`src/rtl/core/ftlb_pkg.sv`:
```
// Shared sizes, command and cell-action codes, and the scan token for the translation buffer.
// Depends on nothing; every other file refers to it by scoped names.
package ftlb_pkg;

    localparam int ENTRIES     = 16;
    localparam int OFFSET_BITS = 12;
    localparam int USE_BITS    = 16;

    localparam int ADDR_W  = 32;
    localparam int PAGE_W  = ADDR_W - OFFSET_BITS;
    localparam int IDX_W   = (ENTRIES > 2) ? $clog2(ENTRIES) : 1;
    localparam int SLOT_W  = 4;
    localparam int PERM_W  = 8;
    localparam int KIND_W  = 3;
    localparam int CNT_W   = 32;

    localparam logic [USE_BITS-1:0] USE_MAX  = {USE_BITS{1'b1}};
    localparam logic [USE_BITS-1:0] USE_NEW  = USE_BITS'(1);
    localparam logic [CNT_W-1:0]    CNT_MAX  = {CNT_W{1'b1}};
    localparam logic [PERM_W-1:0]   GMASK_RST = 8'd32;

    // command codes carried by the kind field
    localparam logic [KIND_W-1:0] K_LOOKUP     = 3'd0;
    localparam logic [KIND_W-1:0] K_INSERT     = 3'd1;
    localparam logic [KIND_W-1:0] K_INV_PAGE   = 3'd2;
    localparam logic [KIND_W-1:0] K_INV_ALL    = 3'd3;
    localparam logic [KIND_W-1:0] K_INV_GLOBAL = 3'd4;
    localparam logic [KIND_W-1:0] K_CLR_STATS  = 3'd5;

    // actions broadcast to the cells
    localparam logic [2:0] ACT_NONE        = 3'd0;
    localparam logic [2:0] ACT_BUMP        = 3'd1;
    localparam logic [2:0] ACT_UPDATE      = 3'd2;
    localparam logic [2:0] ACT_FILL        = 3'd3;
    localparam logic [2:0] ACT_DROP        = 3'd4;
    localparam logic [2:0] ACT_DROP_ALL    = 3'd5;
    localparam logic [2:0] ACT_DROP_GLOBAL = 3'd6;

    typedef struct packed {
        logic                 found;
        logic [IDX_W-1:0]     match_idx;
        logic [ADDR_W-1:0]    frame;
        logic [PERM_W-1:0]    perm;
        logic                 has_free;
        logic [IDX_W-1:0]     free_idx;
        logic [USE_BITS-1:0]  min_uses;
        logic [IDX_W-1:0]     min_idx;
    } t_scan;

    typedef struct packed {
        logic [2:0]           op;
        logic [IDX_W-1:0]     idx;
        logic [PAGE_W-1:0]    page;
        logic [ADDR_W-1:0]    frame;
        logic [PERM_W-1:0]    perm;
        logic [PERM_W-1:0]    gmask;
    } t_act;

    localparam t_scan SCAN_INIT = '{
        found:     1'b0,
        match_idx: '0,
        frame:     '0,
        perm:      '0,
        has_free:  1'b0,
        free_idx:  '0,
        min_uses:  USE_MAX,
        min_idx:   '0
    };

    function automatic logic [SLOT_W-1:0] slot_of(input logic [IDX_W-1:0] idx);
        logic [31:0] wide;
        wide = 32'(idx);
        return wide[SLOT_W-1:0];
    endfunction

endpackage

```
`src/rtl/core/ftlb_cell.sv`:
```
// One translation entry: holds page, frame, flags and use count, folds itself into the
// passing scan token and applies the broadcast action. Depends on ftlb_pkg.
module ftlb_cell (
    input  logic                          i_clk,
    input  logic                          i_rst_n,
    input  logic [ftlb_pkg::IDX_W-1:0]    i_cell_idx,
    input  logic [ftlb_pkg::PAGE_W-1:0]   i_page,
    input  ftlb_pkg::t_scan               i_scan,
    input  logic                          i_scan_vld,
    input  ftlb_pkg::t_act                i_act,
    output ftlb_pkg::t_scan               o_scan,
    output logic                          o_scan_vld
);

    logic                               r_valid;
    logic [ftlb_pkg::PAGE_W-1:0]        r_page;
    logic [ftlb_pkg::ADDR_W-1:0]        r_frame;
    logic [ftlb_pkg::PERM_W-1:0]        r_perm;
    logic [ftlb_pkg::USE_BITS-1:0]      r_uses;
    ftlb_pkg::t_scan                    r_scan;
    logic                               r_scan_vld;
    ftlb_pkg::t_scan                    n_scan;
    logic [ftlb_pkg::USE_BITS-1:0]      n_uses_inc;
    logic                               w_sel;

    // fold this entry into the token: first match, first free slot, smallest count
    always_comb begin
        n_scan = i_scan;
        if (r_valid && (r_page == i_page) && !i_scan.found) begin
            n_scan.found     = 1'b1;
            n_scan.match_idx = i_cell_idx;
            n_scan.frame     = r_frame;
            n_scan.perm      = r_perm;
        end
        if (!r_valid && !i_scan.has_free) begin
            n_scan.has_free = 1'b1;
            n_scan.free_idx = i_cell_idx;
        end
        if (r_uses < i_scan.min_uses) begin
            n_scan.min_uses = r_uses;
            n_scan.min_idx  = i_cell_idx;
        end
    end

    assign n_uses_inc = (r_uses == ftlb_pkg::USE_MAX) ? r_uses : r_uses + 1'b1;
    assign w_sel      = (i_act.idx == i_cell_idx);

    always_ff @(posedge i_clk) begin
        if (!i_rst_n) begin
            r_scan_vld <= 1'b0;
        end else begin
            r_scan_vld <= i_scan_vld;
        end
        if (i_scan_vld) begin
            r_scan <= n_scan;
        end
    end

    always_ff @(posedge i_clk) begin
        if (!i_rst_n) begin
            r_valid <= 1'b0;
            r_uses  <= '0;
        end else begin
            unique case (i_act.op)
                ftlb_pkg::ACT_BUMP: begin
                    if (w_sel) begin
                        r_uses <= n_uses_inc;
                    end
                end
                ftlb_pkg::ACT_UPDATE: begin
                    if (w_sel) begin
                        r_uses  <= n_uses_inc;
                        r_frame <= i_act.frame;
                        r_perm  <= i_act.perm;
                    end
                end
                ftlb_pkg::ACT_FILL: begin
                    if (w_sel) begin
                        r_valid <= 1'b1;
                        r_uses  <= ftlb_pkg::USE_NEW;
                        r_page  <= i_act.page;
                        r_frame <= i_act.frame;
                        r_perm  <= i_act.perm;
                    end
                end
                ftlb_pkg::ACT_DROP: begin
                    if (w_sel) begin
                        r_valid <= 1'b0;
                        r_uses  <= '0;
                    end
                end
                ftlb_pkg::ACT_DROP_ALL: begin
                    r_valid <= 1'b0;
                    r_uses  <= '0;
                end
                ftlb_pkg::ACT_DROP_GLOBAL: begin
                    if (r_valid && ((r_perm & i_act.gmask) != '0)) begin
                        r_valid <= 1'b0;
                        r_uses  <= '0;
                    end
                end
                default: begin
                end
            endcase
        end
    end

    assign o_scan     = r_scan;
    assign o_scan_vld = r_scan_vld;

endmodule

```
`src/rtl/core/fully_assoc_tlb_lfu.sv`:
```
// Top level of the fully associative translation buffer with least-frequently-used
// replacement. Depends on ftlb_pkg and ftlb_cell.
//
// Each transaction on the input channel is one command (lookup, insert, invalidate page,
// invalidate all, invalidate global, clear statistics) and yields exactly one result
// transaction. The entries sit in a row of ENTRIES cells. After a command is taken, a scan
// token walks down the row one cell per clock, picking up the first matching entry, the
// lowest free slot and the lowest-index entry with the smallest use count. When the token
// leaves the last cell it is captured, and the command is resolved as soon as the result
// register is empty or not stalled: one action is broadcast to all cells, a lookup moves
// the hit or miss counter, and the result register loads. The token passes the start
// register, every cell of the row and the capture register before the result loads, and
// the next command can be taken once it has loaded; the length of the cell row sets both.
// One command is in flight at a time and o_stall stays high meanwhile. The next command is
// taken while a finished result still waits in the output register; resolution of that
// next command holds only if the previous result is still stalled. global_mask (reset 32)
// selects the flag bits that mark an entry global; write it only while idle.
module fully_assoc_tlb_lfu (
    input  logic                          i_clk,
    input  logic                          i_rst_n,
    // command channel
    input  logic                          i_valid,
    output logic                          o_stall,
    input  logic [ftlb_pkg::KIND_W-1:0]   i_kind,
    input  logic [ftlb_pkg::ADDR_W-1:0]   i_vaddr_in,
    input  logic [ftlb_pkg::ADDR_W-1:0]   i_paddr_in,
    input  logic [ftlb_pkg::PERM_W-1:0]   i_perm_bits,
    // result channel
    output logic                          o_valid,
    input  logic                          i_stall,
    output logic                          o_found,
    output logic [ftlb_pkg::ADDR_W-1:0]   o_paddr_out,
    output logic [ftlb_pkg::PERM_W-1:0]   o_perm_out,
    output logic [ftlb_pkg::SLOT_W-1:0]   o_slot_used,
    output logic [ftlb_pkg::CNT_W-1:0]    o_hits_total,
    output logic [ftlb_pkg::CNT_W-1:0]    o_misses_total,
    // configuration write channel
    input  logic                          i_cfg_valid,
    output logic                          o_cfg_ready,
    input  logic [ftlb_pkg::PERM_W-1:0]   i_cfg_data
);

    // command latched at acceptance
    logic                               r_busy;
    logic                               r_start;
    logic [ftlb_pkg::KIND_W-1:0]        r_kind;
    logic [ftlb_pkg::PAGE_W-1:0]        r_page;
    logic [ftlb_pkg::ADDR_W-1:0]        r_frame;
    logic [ftlb_pkg::PERM_W-1:0]        r_perm;
    logic [ftlb_pkg::PERM_W-1:0]        r_gmask;

    // token captured at the end of the row
    ftlb_pkg::t_scan                    r_tok;
    logic                               r_tok_vld;

    // statistics and result register
    logic [ftlb_pkg::CNT_W-1:0]         r_hits;
    logic [ftlb_pkg::CNT_W-1:0]         r_misses;
    logic                               r_out_vld;
    logic                               r_found;
    logic [ftlb_pkg::ADDR_W-1:0]        r_paddr;
    logic [ftlb_pkg::PERM_W-1:0]        r_pout;
    logic [ftlb_pkg::SLOT_W-1:0]        r_slot;

    logic [ftlb_pkg::CNT_W-1:0]         n_hits;
    logic [ftlb_pkg::CNT_W-1:0]         n_misses;
    logic                               n_found;
    logic [ftlb_pkg::ADDR_W-1:0]        n_paddr;
    logic [ftlb_pkg::PERM_W-1:0]        n_pout;
    logic [ftlb_pkg::SLOT_W-1:0]        n_slot;
    ftlb_pkg::t_act                     w_act;

    ftlb_pkg::t_scan                    w_scan [ftlb_pkg::ENTRIES+1];
    logic [ftlb_pkg::ENTRIES:0]         w_scan_vld;

    logic                               w_accept;
    logic                               w_apply;
    logic [ftlb_pkg::IDX_W-1:0]         w_victim;

    assign w_accept    = i_valid && !r_busy;
    assign w_apply     = r_tok_vld && (!r_out_vld || !i_stall);
    assign o_stall     = r_busy;
    assign o_cfg_ready = 1'b1;

    // take a command, launch the token, hold until it is resolved
    always_ff @(posedge i_clk) begin
        if (!i_rst_n) begin
            r_busy    <= 1'b0;
            r_start   <= 1'b0;
            r_tok_vld <= 1'b0;
            r_gmask   <= ftlb_pkg::GMASK_RST;
        end else begin
            r_start <= w_accept;
            if (w_accept) begin
                r_busy <= 1'b1;
            end else if (w_apply) begin
                r_busy <= 1'b0;
            end
            if (w_scan_vld[ftlb_pkg::ENTRIES]) begin
                r_tok_vld <= 1'b1;
            end else if (w_apply) begin
                r_tok_vld <= 1'b0;
            end
            if (i_cfg_valid) begin
                r_gmask <= i_cfg_data;
            end
        end
        if (w_accept) begin
            r_kind  <= i_kind;
            r_page  <= i_vaddr_in[ftlb_pkg::ADDR_W-1:ftlb_pkg::OFFSET_BITS];
            r_frame <= i_paddr_in;
            r_perm  <= i_perm_bits;
        end
        if (w_scan_vld[ftlb_pkg::ENTRIES]) begin
            r_tok <= w_scan[ftlb_pkg::ENTRIES];
        end
    end

    // the token enters the row fresh, in the cycle after acceptance
    assign w_scan[0]     = ftlb_pkg::SCAN_INIT;
    assign w_scan_vld[0] = r_start;

    for (genvar g = 0; g < ftlb_pkg::ENTRIES; g++) begin : g_cell
        ftlb_cell u_cell (
            .i_clk      (i_clk),
            .i_rst_n    (i_rst_n),
            .i_cell_idx (ftlb_pkg::IDX_W'(g)),
            .i_page     (r_page),
            .i_scan     (w_scan[g]),
            .i_scan_vld (w_scan_vld[g]),
            .i_act      (w_act),
            .o_scan     (w_scan[g+1]),
            .o_scan_vld (w_scan_vld[g+1])
        );
    end

    // an insert that misses takes the lowest free slot, else the least used one
    assign w_victim = r_tok.has_free ? r_tok.free_idx : r_tok.min_idx;

    // resolve the command from the finished token
    always_comb begin
        w_act       = '0;
        w_act.op    = ftlb_pkg::ACT_NONE;
        w_act.page  = r_page;
        w_act.frame = r_frame;
        w_act.perm  = r_perm;
        w_act.gmask = r_gmask;
        n_hits      = r_hits;
        n_misses    = r_misses;
        n_found     = 1'b0;
        n_paddr     = '0;
        n_pout      = '0;
        n_slot      = '0;
        unique case (r_kind)
            ftlb_pkg::K_LOOKUP: begin
                if (r_tok.found) begin
                    w_act.op  = ftlb_pkg::ACT_BUMP;
                    w_act.idx = r_tok.match_idx;
                    n_found   = 1'b1;
                    n_paddr   = r_tok.frame;
                    n_pout    = r_tok.perm;
                    n_slot    = ftlb_pkg::slot_of(r_tok.match_idx);
                    if (r_hits != ftlb_pkg::CNT_MAX) begin
                        n_hits = r_hits + 1'b1;
                    end
                end else if (r_misses != ftlb_pkg::CNT_MAX) begin
                    n_misses = r_misses + 1'b1;
                end
            end
            ftlb_pkg::K_INSERT: begin
                if (r_tok.found) begin
                    w_act.op  = ftlb_pkg::ACT_UPDATE;
                    w_act.idx = r_tok.match_idx;
                    n_found   = 1'b1;
                    n_paddr   = r_frame;
                    n_pout    = r_perm;
                    n_slot    = ftlb_pkg::slot_of(r_tok.match_idx);
                end else begin
                    w_act.op  = ftlb_pkg::ACT_FILL;
                    w_act.idx = w_victim;
                    n_slot    = ftlb_pkg::slot_of(w_victim);
                end
            end
            ftlb_pkg::K_INV_PAGE: begin
                if (r_tok.found) begin
                    w_act.op  = ftlb_pkg::ACT_DROP;
                    w_act.idx = r_tok.match_idx;
                end
            end
            ftlb_pkg::K_INV_ALL: begin
                w_act.op = ftlb_pkg::ACT_DROP_ALL;
            end
            ftlb_pkg::K_INV_GLOBAL: begin
                w_act.op = ftlb_pkg::ACT_DROP_GLOBAL;
            end
            ftlb_pkg::K_CLR_STATS: begin
                n_hits   = '0;
                n_misses = '0;
            end
            default: begin
            end
        endcase
        // drop everything unless the result can be loaded this cycle
        if (!w_apply) begin
            w_act.op = ftlb_pkg::ACT_NONE;
        end
    end

    always_ff @(posedge i_clk) begin
        if (!i_rst_n) begin
            r_hits    <= '0;
            r_misses  <= '0;
            r_out_vld <= 1'b0;
        end else begin
            if (w_apply) begin
                r_hits    <= n_hits;
                r_misses  <= n_misses;
                r_out_vld <= 1'b1;
            end else if (!i_stall) begin
                r_out_vld <= 1'b0;
            end
        end
        if (w_apply) begin
            r_found <= n_found;
            r_paddr <= n_paddr;
            r_pout  <= n_pout;
            r_slot  <= n_slot;
        end
    end

    assign o_valid        = r_out_vld;
    assign o_found        = r_found;
    assign o_paddr_out    = r_paddr;
    assign o_perm_out     = r_pout;
    assign o_slot_used    = r_slot;
    assign o_hits_total   = r_hits;
    assign o_misses_total = r_misses;

    // only one token may travel the row
    a_one_token: assert property (@(posedge i_clk) disable iff (!i_rst_n)
        $onehot0({w_scan_vld, r_tok_vld}))
        else $error("more than one scan token in flight");

    // a captured token always belongs to an open command
    a_tok_busy: assert property (@(posedge i_clk) disable iff (!i_rst_n)
        r_tok_vld |-> r_busy)
        else $error("scan token without an open command");

    // acceptance launches the token on the next cycle
    a_launch: assert property (@(posedge i_clk) disable iff (!i_rst_n)
        w_accept |=> w_scan_vld[0])
        else $error("token not launched after acceptance");

    // resolution closes the command and loads a result
    a_close: assert property (@(posedge i_clk) disable iff (!i_rst_n)
        w_apply |=> (!r_busy || $past(w_accept)) && r_out_vld)
        else $error("command not closed after resolution");

endmodule
```
`config.mk`:
```
export PLATFORM = sky130hd
export DESIGN_NAME = fully_assoc_tlb_lfu
export DESIGN_NICKNAME = d
export VERILOG_FILES = /design/src/rtl/core/ftlb_pkg.sv /design/src/rtl/core/ftlb_cell.sv /design/src/rtl/core/fully_assoc_tlb_lfu.sv
export SDC_FILE = /design/constraint.sdc
export NUM_CORES = 2
export LEC_CHECK = 0
export BUFFER_PORTS_ARGS = -buffer_cell sky130_fd_sc_hd__buf_2
export CORE_UTILIZATION = 55
export CTS_BUF_LIST = sky130_fd_sc_hd__clkbuf_8 sky130_fd_sc_hd__clkbuf_16
export CTS_CLUSTER_SIZE = 8
export DETAILED_ROUTE_END_ITERATION = 8
export PLACE_DENSITY = 0.74
export SLEW_MARGIN = 20
export SYNTH_ARGS = -nofsm -noshare
export SYNTH_HDL_FRONTEND = slang
export SYNTH_SLANG_ARGS = --single-unit
```
`constraint.sdc`:
```
create_clock -name i_clk -period 5.9 [get_ports i_clk]
set_clock_uncertainty 0.15 [all_clocks]
set_input_delay 0.295 -clock i_clk [delete_from_list [all_inputs] [get_ports i_clk]]
set_output_delay 0.295 -clock i_clk [all_outputs]
set_load 0.05 [all_outputs]
```
* Word level (Yosys, flattened, before mapping) *
Cells that the tools add are included.

word-level totals
  output and inout port bits = 112
  bits in registers = 2,590
  input bits = 88

cells by class
  equality and inequality tests = 145
  muxes and demuxes = 219
  reduce and logical (&&, ||, !) cells = 205
  bitwise logic cells = 16
  magnitude comparators = 16
  add/subtract/negate cells = 18

operator list
  kind                     number
  $mux W16                 80
  $pmux W16 S5             16
  $mux W40                 15
  $eq A20 B20 Y1           16
  $mux W20                 14
  $add A16 B1 Y16 const B  16
  $eq A16 B16 Y1 const B   16
  $lt A16 B16 Y1           15
  $mux W32                 6
  $pmux W32 S2             3
  $ne A2 B1 Y1 const B     65
  $and A8 B8 Y8            16
  $reduce_bool A8 Y1       16
  $reduce_and A3 Y1        32
  $reduce_and A6 Y1        16
  $reduce_and A4 Y1        18
  $add A32 B1 Y32 const B  2
  $logic_and A1 B1 Y1      64
  $ne A32 B32 Y1 const B   2
  $pmux W1 S4              16
  $mux W1                  54
  $logic_not A1 Y1         48
  $mux W45                 1
  $ne A2 B2 Y1 const B     20
  other kinds (24)         52

* Depth between registers and ports, before layout *
  word-level depth = 8
  gate-level depth with buffers = 12
  mapped depth without buffers = 9

* Modules after synthesis *
Synthesis repeated with hierarchy kept, for this count alone.

second synthesis, totals
  cells, all modules = 7,714
  area total of the unflattened synthesis = 113,202.3 sq um

modules (own cells, without submodules)
  module                            cells an instance  area each (sq um)  times used
  ftlb_cell (g_cell[0].u_cell ...)  436                6,488.7            14
  fully_assoc_tlb_lfu               752                9,437.8            1
  ftlb_cell (g_cell[9].u_cell)      429                6,463.7            1
  ftlb_cell (g_cell[8].u_cell)      429                6,458.7            1

* Worst setup path before layout *
No wires, ideal clock.

  kind = reg2reg
  start point = register r_out_vld, in the netlist o_valid
  end point = register g_cell[5].u_cell.r_frame[0] (netlist bit), enable pin
  setup slack = -0.522 ns
  required time = 5.263 ns
  stages on the path, launching flop included = 7
  clock period less this slack = 6.422 ns
  path buffers = 2
  setup time = 0.487 ns
  arrival = 5.785 ns
  cell sequence = dfxtp_1 a21bo_2 inv_1 buf_1 nand4_1 clkbuf_1 nor3_1

on the way
  cells in the longest elaborated chain, start to end = 7
  elaborated cells on any way between the ends = 8

RTL lines
  what                           RTL line                    text
  start, declared                fully_assoc_tlb_lfu.sv:59   logic r_out_vld;
  start signal, assigned         fully_assoc_tlb_lfu.sv:213  r_out_vld <= 1'b0;
  start signal, assigned         fully_assoc_tlb_lfu.sv:218  r_out_vld <= 1'b1;
  start signal, assigned         fully_assoc_tlb_lfu.sv:220  r_out_vld <= 1'b0;
  $logic_not A1 Y1 *             fully_assoc_tlb_lfu.sv:81   assign w_apply = r_tok_vld && (!r_out_vld || !i_stall);
  $logic_or A1 B1 Y1 *           fully_assoc_tlb_lfu.sv:81
  $logic_and A1 B1 Y1 *          fully_assoc_tlb_lfu.sv:81
  named net w_apply              fully_assoc_tlb_lfu.sv:77   logic w_apply;
  $mux W3 *                      fully_assoc_tlb_lfu.sv:204  if (!w_apply) begin
  $eq A3 B2 Y1                   ftlb_cell.sv:64             unique case (i_act.op)
  $reduce_or A2 Y1 (no line) *   n/a
  $reduce_and A3 Y1 (no line) *  n/a
  end signal, assigned           ftlb_cell.sv:73             r_frame <= i_act.frame;
  end signal, assigned           ftlb_cell.sv:82             r_frame <= i_act.frame;
  end, declared                  ftlb_cell.sv:17             logic [ftlb_pkg::ADDR_W-1:0] r_frame;

Mark *: on every way through the listed nets, which the timed path passes. The rest lies on a longest branch.
A chain may end at the register's enable or synchronous reset.

* Worst setup path in the final report *
  start point = register r_kind[1] (netlist bit)
  end point = register g_cell[11].u_cell.r_frame[24] (netlist bit), enable pin

on the way
  cells in the longest elaborated chain, start to end = 6
  elaborated cells on any way between the ends = 13

RTL lines
  what                                        RTL line                    text
  start, declared                             fully_assoc_tlb_lfu.sv:46   logic [ftlb_pkg::KIND_W-1:0] r_kind;
  start signal, assigned                      fully_assoc_tlb_lfu.sv:109  r_kind <= i_kind;
  $eq A3 B3 Y1, or another cell as far along  fully_assoc_tlb_lfu.sv:154  unique case (r_kind)
  $pmux W3 S5                                 fully_assoc_tlb_lfu.sv:154
  $mux W3                                     fully_assoc_tlb_lfu.sv:204
  $eq A3 B2 Y1                                ftlb_cell.sv:64
  $reduce_or A2 Y1 (no line)                  n/a
  $reduce_and A3 Y1 (no line) *               n/a
  end signal, assigned                        ftlb_cell.sv:73
  end signal, assigned                        ftlb_cell.sv:82
  end, declared                               ftlb_cell.sv:17

Every way passes the cells marked *; elsewhere a longest branch is shown, timed or not.

==> flow_summary.json <==
{
  "outcome": "completed",
  "crit_required_ps": 6360,
  "crit_type": "reg -> reg",
  "crit_path_end_kind": "register",
  "ys_ff_latch": 2545,
  "regArea_um2": 72800,
  "syn2layout_area_growth_pct": 15.2,
  "synth_area_um2": 105000,
  "insertion_delay_ps": 950,
  "maxCapViolations": 0,
  "final_net_count": 7912,
  "grt_max_degree": 72,
  "wl_mm": 237,
  "drtIter0Drc": 5479,
  "async_flop_share_pct": 0,
  "via_per_inst": 5.89,
  "dp_hpwl_mm": 151,
  "period_needed_ps": 4630,
  "ant_nets": 0,
  "tns_ps": 0,
  "setup_violations": 0,
  "hold_path.class": "in -> reg",
  "firstDrtPassIters": 6,
  "row_count": 160,
  "fin_area_um2": 121000,
  "r2r_slack_ps": 1270,
  "dieArea_um2": 193000,
  "numClockSinks": 2545,
  "highest_layer": "met4",
  "wl_met1_mm": 94.6,
  "gp_congestion": 0.891,
  "cts_tree": "built",
  "holdPathEnd": "r_kind[0]",
  "die_w_um": 440,
  "synthAdderAreaFrac_pct": 2.88,
  "fillers": 13100,
  "worst_pin_slew_ps": 1140,
  "slowest_delay_ps": 980,
  "worst-path-max-fanout": 28,
  "rsz0062_at_grt": "no",
  "clk_path_buf_depth": 4,
  "path_clk_slew_ps": 50,
  "power_density_nw_per_um2": 317,
  "cts_max_level": 5,
  "placed_cell_area_um2": 110000,
  "start_util_pct": 55.4,
  "crit_family": "simple AND/OR/NAND/NOR gates",
  "io_buffers": 186,
  "ir_drop_uv": 323,
  "core_area_um2": 190000,
  "vias": 60300,
  "synth-simple-area-share_pct": 8.56,
  "yosysWarnings": 0,
  "hp-start": "i_kind[0]",
  "hold_viol_final": 0,
  "synth_top_family_by_area": "multiplexers",
  "routedWlPerCell_um": 23.2,
  "numCtsBuffers": 368,
  "grt_pass1_wl_mm": 360,
  "worstRegToRegCells": 6,
  "final_common_cell": "edfxtp_1",
  "utilization_pct": 63.9,
  "synth_edf_count": 2181,
  "dpl_worst_slack_ps": 1410,
  "drive_above_1_share_pct": 22.6,
  "final_cell_mix": "2,181 x edfxtp_1, 803 x mux2_2, 414 x inv_1",
  "grt_overflow": 0,
  "synth_mux_area_share_pct": 9.42,
  "multi_input_area_um2": 30900,
  "totalPowerFinal_mw": 38.5,
  "placed_cells": 9575,
  "setup_ws_ps": 1270,
  "antenna_found_initial": 7,
  "critPathBufInv": 1,
  "synth_ff_type": "edfxtp_1",
  "slew_headroom_pct": 24.1,
  "synth-compound-area-share_pct": 3.62,
  "synthXorXnorAreaFrac_pct": 4.34,
  "netlist_instances": 7019,
  "drc": 0,
  "cp-start-kind": "register",
  "syn_nets": 7350,
  "root_buffer": "clkbuf_16",
  "cts_resized": 0,
  "die_y_um": 440,
  "ios": 200,
  "syn_avg_cell_area_um2": 15.0,
  "total_leakage_power_nw": 43.4,
  "ys_types": 94,
  "ys_seq_area_share_pct": 69.0,
  "final_max_slew_viol_count": 0,
  "worst_path_max_delay_cell": "nor2_4",
  "instances_no_fill": 10200,
  "grt_use_total_pct": 24.5,
  "met3WireLength_mm": 16.4,
  "fin_crit_sh_pct": 78.4,
  "hold_depth": 2,
  "hold-worst-slack_ps": 55.2,
  "met2_length_mm": 118,
  "regToRegEndpoint": "g_cell[11].u_cell.r_frame[24]",
  "path_cells": "nor4b_4, a21oi_1, o22ai_1, nand2b_1, nor2_4, buf_4",
  "crit_arrival_ps": 5090,
  "max_freq_mhz": 216,
  "grt_pass1_vias": 61200,
  "reg2reg_from": "r_kind[1]"
}
[state kept, by name (all words and copies together), names as in the netlist, 3 cells and up]
register and cells:
o_misses_total 32, o_slot_used 4, g_cell.u_cell.r_page 320, r_gmask 8
r_kind 3, o_hits_total 32, g_cell.u_cell.r_valid 16, g_cell.u_cell.o_scan 1059
r_page 20, o_paddr_out 32, g_cell.u_cell.r_perm 128, o_perm_out 8
g_cell.u_cell.r_uses 256, r_tok 54, r_perm 8, g_cell.u_cell.r_frame 512
g_cell.u_cell.o_scan_vld 16, r_frame 32
[routing by layer]
metal / vias to the layer above / GRT usage [%]
met1: 30200 / 31.5
li1: 27300 / -
met3: 533 / 4.22
met4: 0 / 9.67
met2: 2195 / 41.4
met5: - / 0
[logic make-up after synthesis]
family                     count (synthesis)
and+or+nand+nor                         1662
other                                      1
muxes                                    892
adders and majority gates                243
DFF                                     2545
AOI/OAI and AO/OA                        586
buffers and inverters                    568
xor gates and xnor gates                 522
[timing repair]
action	CTS	global route
hold buffers	142	0
hold endpoints to repair	169	0
setup endpoints to repair	0	0
setup buffers	0	0
[worst max-delay path by stage]
stage | endpoint | startpoint | depth (start not counted) | slack [ps]
2_1_floorplan | g_cell[5].u_cell.r_frame[0] | o_valid | 6 | -520
3_3_place_gp | g_cell[11].u_cell.r_frame[29] | r_kind[2] | 6 | 1490
3_5_place_dp | g_cell[11].u_cell.r_frame[29] | r_kind[2] | 6 | 1410
4_1_cts | g_cell[11].u_cell.r_frame[24] | r_kind[2] | 6 | 1390
5_1_grt | g_cell[11].u_cell.r_frame[24] | r_kind[2] | 6 | 1250
6_report | g_cell[11].u_cell.r_frame[24] | r_kind[1] | 6 | 1270
[power breakdown]
group	total, mW	switching, mW	leakage, nW	internal (mW)
clock	18.2	7.11	5.37	11.1
combinational	0.611	0.363	15.3	0.248
sequential	19.7	0.194	22.7	19.5
total	38.5	7.66	43.4	30.9
[synthesized netlist by cell type (11+ instances only)]
library cell | n | area [µm²]
o21ai_1 | 14 | 70.1
a31oi_1 | 20 | 125
inv_1 | 283 | 1060
nand2b_1 | 60 | 375
a21o_1 | 70 | 526
a22oi_1 | 61 | 458
nor3_1 | 128 | 641
o21ai_0 | 135 | 676
buf_2 | 88 | 440
clkbuf_1 | 167 | 627
o22ai_1 | 11 | 68.8
xnor2_1 | 301 | 2640
mux2_2 | 803 | 9040
and3_1 | 48 | 300
nor2_1 | 416 | 1560
nand3_1 | 135 | 676
and4_1 | 27 | 236
mux2i_1 | 89 | 891
nor4_2 | 19 | 238
nor3b_1 | 14 | 105
o211ai_1 | 24 | 180
a21oi_1 | 135 | 676
a221oi_1 | 11 | 96.3
a22o_1 | 12 | 105
ha_1 | 243 | 3040
xor2_1 | 221 | 1940
nor4_1 | 95 | 594
or3_1 | 42 | 263
dfxtp_1 | 364 | 7290
edfxtp_1 | 2181 | 65500
a211oi_1 | 19 | 143
or2_2 | 102 | 638
o31ai_1 | 11 | 82.6
nand4b_1 | 15 | 131
nand4_1 | 180 | 1130
buf_1 | 25 | 93.8
and2_1 | 82 | 513
or4_1 | 21 | 158
nor2b_1 | 68 | 425
nand2_1 | 167 | 627
[worst register-to-register path, stage by stage (launching register included)]
cell and delay (ps):
edfxtp_1 650, nor4b_4 640, a21oi_1 180, o22ai_1 790, nand2b_1 500, nor2_4 980
buf_4 400
[cell type report]
type                       instances  area share (%)
clock buffer                     372            7.66
timing repair buffer             476            2.94
multi-input combinational       3906            25.4
clock inverter                   146           0.539
tap                             2511            2.59
sequential                      2545            60.0
inverter                         284           0.878
antenna                            1         0.00206
Power figures use the tool's default switching activity.
